[src/rtl/ght_pkg.sv]
package ght_pkg;

    localparam int unsigned SLOT_COUNT_DEF = 256;

    localparam int OP_W       = 3;
    localparam int HANDLE_W   = 32;
    localparam int KIND_W     = 8;
    localparam int GEN_W      = 16;
    localparam int NUM_W      = 16;
    localparam int MODE_W     = 2;
    localparam int WORD_W     = 32;
    localparam int IN_DATA_W  = 40;
    localparam int OUT_DATA_W = 56;

    localparam logic [OP_W-1:0] OP_ALLOC   = 3'd0;
    localparam logic [OP_W-1:0] OP_LOOKUP  = 3'd1;
    localparam logic [OP_W-1:0] OP_PROMOTE = 3'd2;
    localparam logic [OP_W-1:0] OP_RELEASE = 3'd3;
    localparam logic [OP_W-1:0] OP_DECODE  = 3'd4;

    localparam logic [MODE_W-1:0] MODE_FREE     = 2'd0;
    localparam logic [MODE_W-1:0] MODE_RESERVED = 2'd1;
    localparam logic [MODE_W-1:0] MODE_LIVE     = 2'd2;

    typedef struct packed {
        logic [MODE_W-1:0] mode;
        logic [KIND_W-1:0] kind;
        logic [GEN_W-1:0]  gen;
    } t_slot;

    // controller to datapath
    typedef struct packed {
        logic clr;
        logic take;
        logic rd_slot;
        logic rd_hint;
        logic scan_next;
        logic found;
        logic fin_alloc;
        logic fin_exec;
        logic fin_plain;
    } t_cmd;

    // datapath to controller
    typedef struct packed {
        logic clr_last;
        logic in_hvalid;
        logic in_kind_zero;
        logic scan_hit;
        logic scan_last;
        logic out_free;
    } t_sts;

endpackage

[src/rtl/ght_ctrl.sv]
module ght_ctrl import ght_pkg::*; (
    input  logic            i_clk,
    input  logic            i_rst_n,
    input  logic            i_valid,
    input  logic [OP_W-1:0] i_op,
    output logic            o_ready,
    input  t_sts            i_sts,
    output t_cmd            o_cmd
);

    localparam logic [2:0] S_CLEAR = 3'd0;
    localparam logic [2:0] S_IDLE  = 3'd1;
    localparam logic [2:0] S_SCAN  = 3'd2;
    localparam logic [2:0] S_ALLOC = 3'd3;
    localparam logic [2:0] S_EXEC  = 3'd4;
    localparam logic [2:0] S_DONE  = 3'd5;

    logic [2:0] r_state;
    logic [2:0] n_state;

    always_comb begin
        n_state = r_state;
        o_cmd   = '0;
        o_ready = 1'b0;
        unique case (r_state)
            S_CLEAR: begin
                o_cmd.clr = 1'b1;
                if (i_sts.clr_last) n_state = S_IDLE;
            end
            S_IDLE: begin
                o_ready = 1'b1;
                if (i_valid) begin
                    o_cmd.take = 1'b1;
                    priority if (i_op == OP_ALLOC) begin
                        if (i_sts.in_kind_zero) begin
                            n_state = S_DONE;
                        end else begin
                            o_cmd.rd_hint = 1'b1;
                            n_state       = S_SCAN;
                        end
                    end else if (i_op == OP_LOOKUP || i_op == OP_PROMOTE ||
                                 i_op == OP_RELEASE) begin
                        if (i_sts.in_hvalid) begin
                            o_cmd.rd_slot = 1'b1;
                            n_state       = S_EXEC;
                        end else begin
                            n_state = S_DONE;
                        end
                    end else begin
                        n_state = S_DONE;
                    end
                end
            end
            S_SCAN: begin
                priority if (i_sts.scan_hit) begin
                    o_cmd.found = 1'b1;
                    n_state     = S_ALLOC;
                end else if (i_sts.scan_last) begin
                    n_state = S_DONE;
                end else begin
                    o_cmd.scan_next = 1'b1;
                end
            end
            S_ALLOC: begin
                if (i_sts.out_free) begin
                    o_cmd.fin_alloc = 1'b1;
                    n_state         = S_IDLE;
                end
            end
            S_EXEC: begin
                if (i_sts.out_free) begin
                    o_cmd.fin_exec = 1'b1;
                    n_state        = S_IDLE;
                end
            end
            S_DONE: begin
                if (i_sts.out_free) begin
                    o_cmd.fin_plain = 1'b1;
                    n_state         = S_IDLE;
                end
            end
            default: begin
                n_state = S_IDLE;
            end
        endcase
    end

    always_ff @(posedge i_clk) begin
        if (!i_rst_n) begin
            r_state <= S_CLEAR;
        end else begin
            r_state <= n_state;
        end
    end

endmodule

[config.mk]
export PLATFORM = sky130hd
export DESIGN_NAME = ght_ctrl
export DESIGN_NICKNAME = d
export VERILOG_FILES = /design/src/rtl/ght_pkg.sv /design/src/rtl/ght_ctrl.sv
export SDC_FILE = /design/constraint.sdc
export NUM_CORES = 1
export LEC_CHECK = 0
export BUFFER_PORTS_ARGS = -buffer_cell sky130_fd_sc_hd__buf_4
export CORE_AREA = 2 2 39 41
export DETAILED_ROUTE_END_ITERATION = 8
export DIE_AREA = 0 0 41 43
export HOLD_SLACK_MARGIN = 0.1
export MAX_ROUTING_LAYER = met4
export SLEW_MARGIN = 20
export SYNTH_ARGS = -nofsm -noshare
export SYNTH_HDL_FRONTEND = slang
export SYNTH_SLANG_ARGS = --single-unit
[constraint.sdc]
create_clock -name i_clk -period 1.93 [get_ports i_clk]
set_clock_uncertainty 0.1 [all_clocks]
set_input_delay 0.193 -clock i_clk [delete_from_list [all_inputs] [get_ports i_clk]]
set_output_delay 0.193 -clock i_clk [all_outputs]
set_load 0.01 [all_outputs]
Yosys cells after proc, flatten, opt, wreduce, memory -nomap -nowiden --
Cells that the tools add are included.
Cells by class: equality and inequality tests 12, muxes and demuxes 27, reductions and logical operators 6
Operator list (number):
- 2-to-1 mux 3 bit | 9
- 2-to-1 mux 1 bit | 16
- == test 3 x 2 -> 1 bit (second input constant) | 4
- case mux 3 bit (4 select lines) | 1
- == test 3 x 1 -> 1 bit (second input constant) | 2
- == test 3 bit (second input constant) | 2
- zero test 3 bit | 2
- != test 2 bit (second input constant) | 2
- AND reduction 4 bit | 1
- != test 3 bit (second input constant) | 1
- OR reduction 3 bit | 1
- logical OR 1 bit | 2
- 2-to-1 mux 2 bit | 1
- != test 2 x 1 -> 1 bit (second input constant) | 1
Word-level totals: register bits 3, input port bits 12

Depth between registers and ports, before layout --
depth after elaboration 7, mapped depth 5, mapped depth without buffers 4

Worst setup path after synthesis --
Ideal clock, no wire load.
path type register to output, start point register r_state[2], end point output o_cmd[6] (netlist name), arrival 1.352 ns, cell stages (with the launch flop) 5, path slack 0.285 ns, path through dfxtp_1 -> buf_2 -> nor3b_1 -> nand2_1 -> nor2_1
RTL lines:
- start, declared | line ght_ctrl.sv:18 | logic [2:0] r_state;
- start signal, assigned | line ght_ctrl.sv:92 | r_state <= n_state;
- end, declared | line ght_ctrl.sv:8 | output t_cmd o_cmd

==> results.cfg <==
[outcome]
status = finished, final reports clean

[detailed_routing]
wl_um = 864
via_per_inst = 5.18
drtIter0Drc = 14
dr.pass1.iters = 4
drc_errors = 0
drtAntennaViolNets = 0
wl_per_cell_um = 10.5
route.vias.total = 425

[worst_setup_path]
worstPathArrival_ns = 1.46
crit_path_cell_trace = nand2b_1, nor4_1, buf_4
r2r-start = r_state[1]$_SDFFE_PN0P_
worstSetupEndpointType = output pin
path_buf_inv = 1
r2r-end = r_state[0]$_SDFFE_PN0P_
crit_type = register to output pin
cp_slowest_cell = dfxtp_1
crit_path_max_fanout = 11
critPathMaxStageDelay_ns = 0.51
r2r_cells = 4
rrSetupSlack_ns = 0.30
required_ns = 1.64
start_kind = register
crit_family = flip-flops

[sta]
fin_hold_ws_ns = 0.277
final_hold_viol_count = 0
period_share = 0.908
setup_viol = 0
slew_headroom = 0.677
rsz0062_at_grt = no
max_clock_freq_mhz = 571
finalSetupTns_ns = 0
tightestPinTransition_ns = 0.479
drv_slew = 0
layout_min_cycle_time_ns = 1.75

[synth]
ys_dominant_reg_cell = dfxtp_1
netlist_area_sq_um = 307
ys_seq_elements = 3
yosys.cell_types.count = 25
synth.avg_cell_area_sq_um = 7.30
syn_inst = 42
ys_warn_count = 0
synth_seq_area_share = 0.196
synth-edff-count = 0
synth_area_leaders = dfxtp_1 20%, nor3b_1 7.3%, nor4_1 6.1%
async_flop_share = 0
synth.net_count = 54
synth_top_area_frac = 0.196
yosysTopAreaCell = dfxtp_1

[cts]
cts.path.max_buffers = 2
clkSlewWorstSetupHoldPaths_ns = 0.04
htree_levels = 1
tritoncts = done
insertion_delay_ns = 0.23
numCtsBuffers = 3
cts.sink_count = 3
cts_root_buf = clkbuf_4

[cells_and_area]
n_fill_cell = 151
area_growth_pct = 64.5
final_nets = 79
reg_top3 = r_state (3)
area.sequential_sq_um = 60.1
multi_input_area_sq_um = 211
top_register = r_state
diodes = 0
drive_above_1_share = 0.409
largest_reg_flops = 3

[hold_path]
min_path_cells = 4
hold_class = input port to register
min_to = r_state[1]$_SDFFE_PN0P_
worstHoldStart = i_sts[1]

[floorplanning]
dieArea_sq_um = 1760
initial_core_util = 0.222
dieHeight_um = 43
die_x_um = 41
rows = 14
core_sq_um = 1380
num_io_pins = 22

[pwr]
power_density_nw_per_um2 = 1220
leakagePower_nw = 0.246
ir_drop_mv = 0.402

[grt]
grt_antenna_before_repair = 0
grt_util_all_layers = 0.115
overflow = 0
grt_pass1_vias = 356
grt_max_degree = 12
grt_pass1_wl_um = 1360

[run]
max_cap_viol_count = 0

[placed_design]
gp_congestion = 0.698
hpwlAfterDp_um = 692
numPortBuffers = 21
==> where the power goes <==
group / total (W) / internal [W] / leakage [nW] / switching, W
clock: 0.000110 / 0.0000775 / 0.0150 / 0.0000328
sequential: 0.000158 / 0.0000901 / 0.0249 / 0.0000676
combinational: 0.000347 / 0.000188 / 0.206 / 0.000159
total: 0.000615 / 0.000356 / 0.246 / 0.000260
==> worst min-delay path: stages <==
cell      delay, ns
buf_4          0.08
nor4_1         0.06
nor2_1         0.14
a211oi_1       0.09
==> placed cells by master, fill, tap and decap left out, drive strengths merged <==
master | netlist | routed
buf | 3 | 22
nand2 | 4 | 4
clkbuf | 0 | 4
nor3b | 3 | 3
inv | 3 | 3
nor2 | 3 | 3
nor4 | 3 | 3
nor3 | 3 | 3
dfxtp | 3 | 3
nand2b | 2 | 2
a211oi | 2 | 2
and3 | 2 | 2
a21oi | 2 | 2
o211ai | 1 | 1
nor2b | 1 | 1
mux2i | 1 | 1
a211o | 1 | 1
o21ai | 1 | 1
o31ai | 1 | 1
a311o | 1 | 1
o311ai | 1 | 1
o211a | 1 | 1
dlygate4sd3 | 0 | 1
==> cell usage after synthesis (2+ instances only) <==
cell type and number:
nand2_1 4, dfxtp_1 3, inv_1 3, nor2_1 3, nor3_1 3, nor3b_1 3
nor4_1 3, a211oi_1 2, nand2b_1 2
==> kinds of logic (layout without fill, tap and decap cells) <==
group	after synthesis	in the layout	synth area share
AO/OA/AOI/OAI	11	11	0.282
buffers and inverters	6	30	0.114
flip-flops	3	3	0.196
multiplexers	1	1	0.0327
AND/OR/NAND/NOR	21	21	0.376
==> timing repair <==
| action | 4_1_cts | 5_1_grt |
|---|---|---|
| gates resized for setup | 0 | 0 |
| setup buffers | 0 | 0 |
| hold buffers | 1 | 0 |
| hold endpoints to repair | 1 | 0 |
==> how the worst max path moves through the flow <==
stage | start | endpoint | slack (ns) | cells past startpoint
6_report | r_state[1]$_SDFFE_PN0P_ | o_cmd[4] | 0.18 | 3
4_1_cts | r_state[1]$_SDFFE_PN0P_ | o_cmd[4] | 0.19 | 3
5_1_grt | r_state[1]$_SDFFE_PN0P_ | o_cmd[4] | 0.08 | 3
2_1_floorplan | r_state[2]$_SDFFE_PN0P_ | o_cmd[6] | 0.29 | 4
3_3_place_gp | r_state[1]$_SDFFE_PN0P_ | r_state[0]$_SDFFE_PN0P_ | 0.33 | 4
3_5_place_dp | r_state[1]$_SDFFE_PN0P_ | r_state[0]$_SDFFE_PN0P_ | 0.31 | 4
==> cell type report <==
class,count,area share
timing repair buffer,23,0.347
sequential,3,0.119
inverter,3,0.0223
clock buffer,4,0.0521
multi-input combinational,33,0.419
tap,16,0.0397
==> routing by layer <==
metal / up-vias / global-route usage / share of wire
met1: 197 / 0.134 / 0.43
met3: 0 / 0.0366 / 0.094
met4: 0 / 0.0600 / 0
li1: 207 / - / -
met2: 21 / 0.169 / 0.48
met5: - / - / 0
==> stage by stage <==
stage                     instance area, sq um   util  setup slack, ns  total power (W)  instances
after floorplan                            307      -            0.285         0.000394         42
after global placement                     468  0.338            0.332         0.000505         77
after detailed placement                   468  0.338            0.314         0.000506         77
after CTS                                  504  0.364            0.195         0.000621         82
after global routing                       504  0.364           0.0753         0.000669         82
final                                      504  0.364            0.178         0.000615         82
Power figures use the tool's default switching activity.
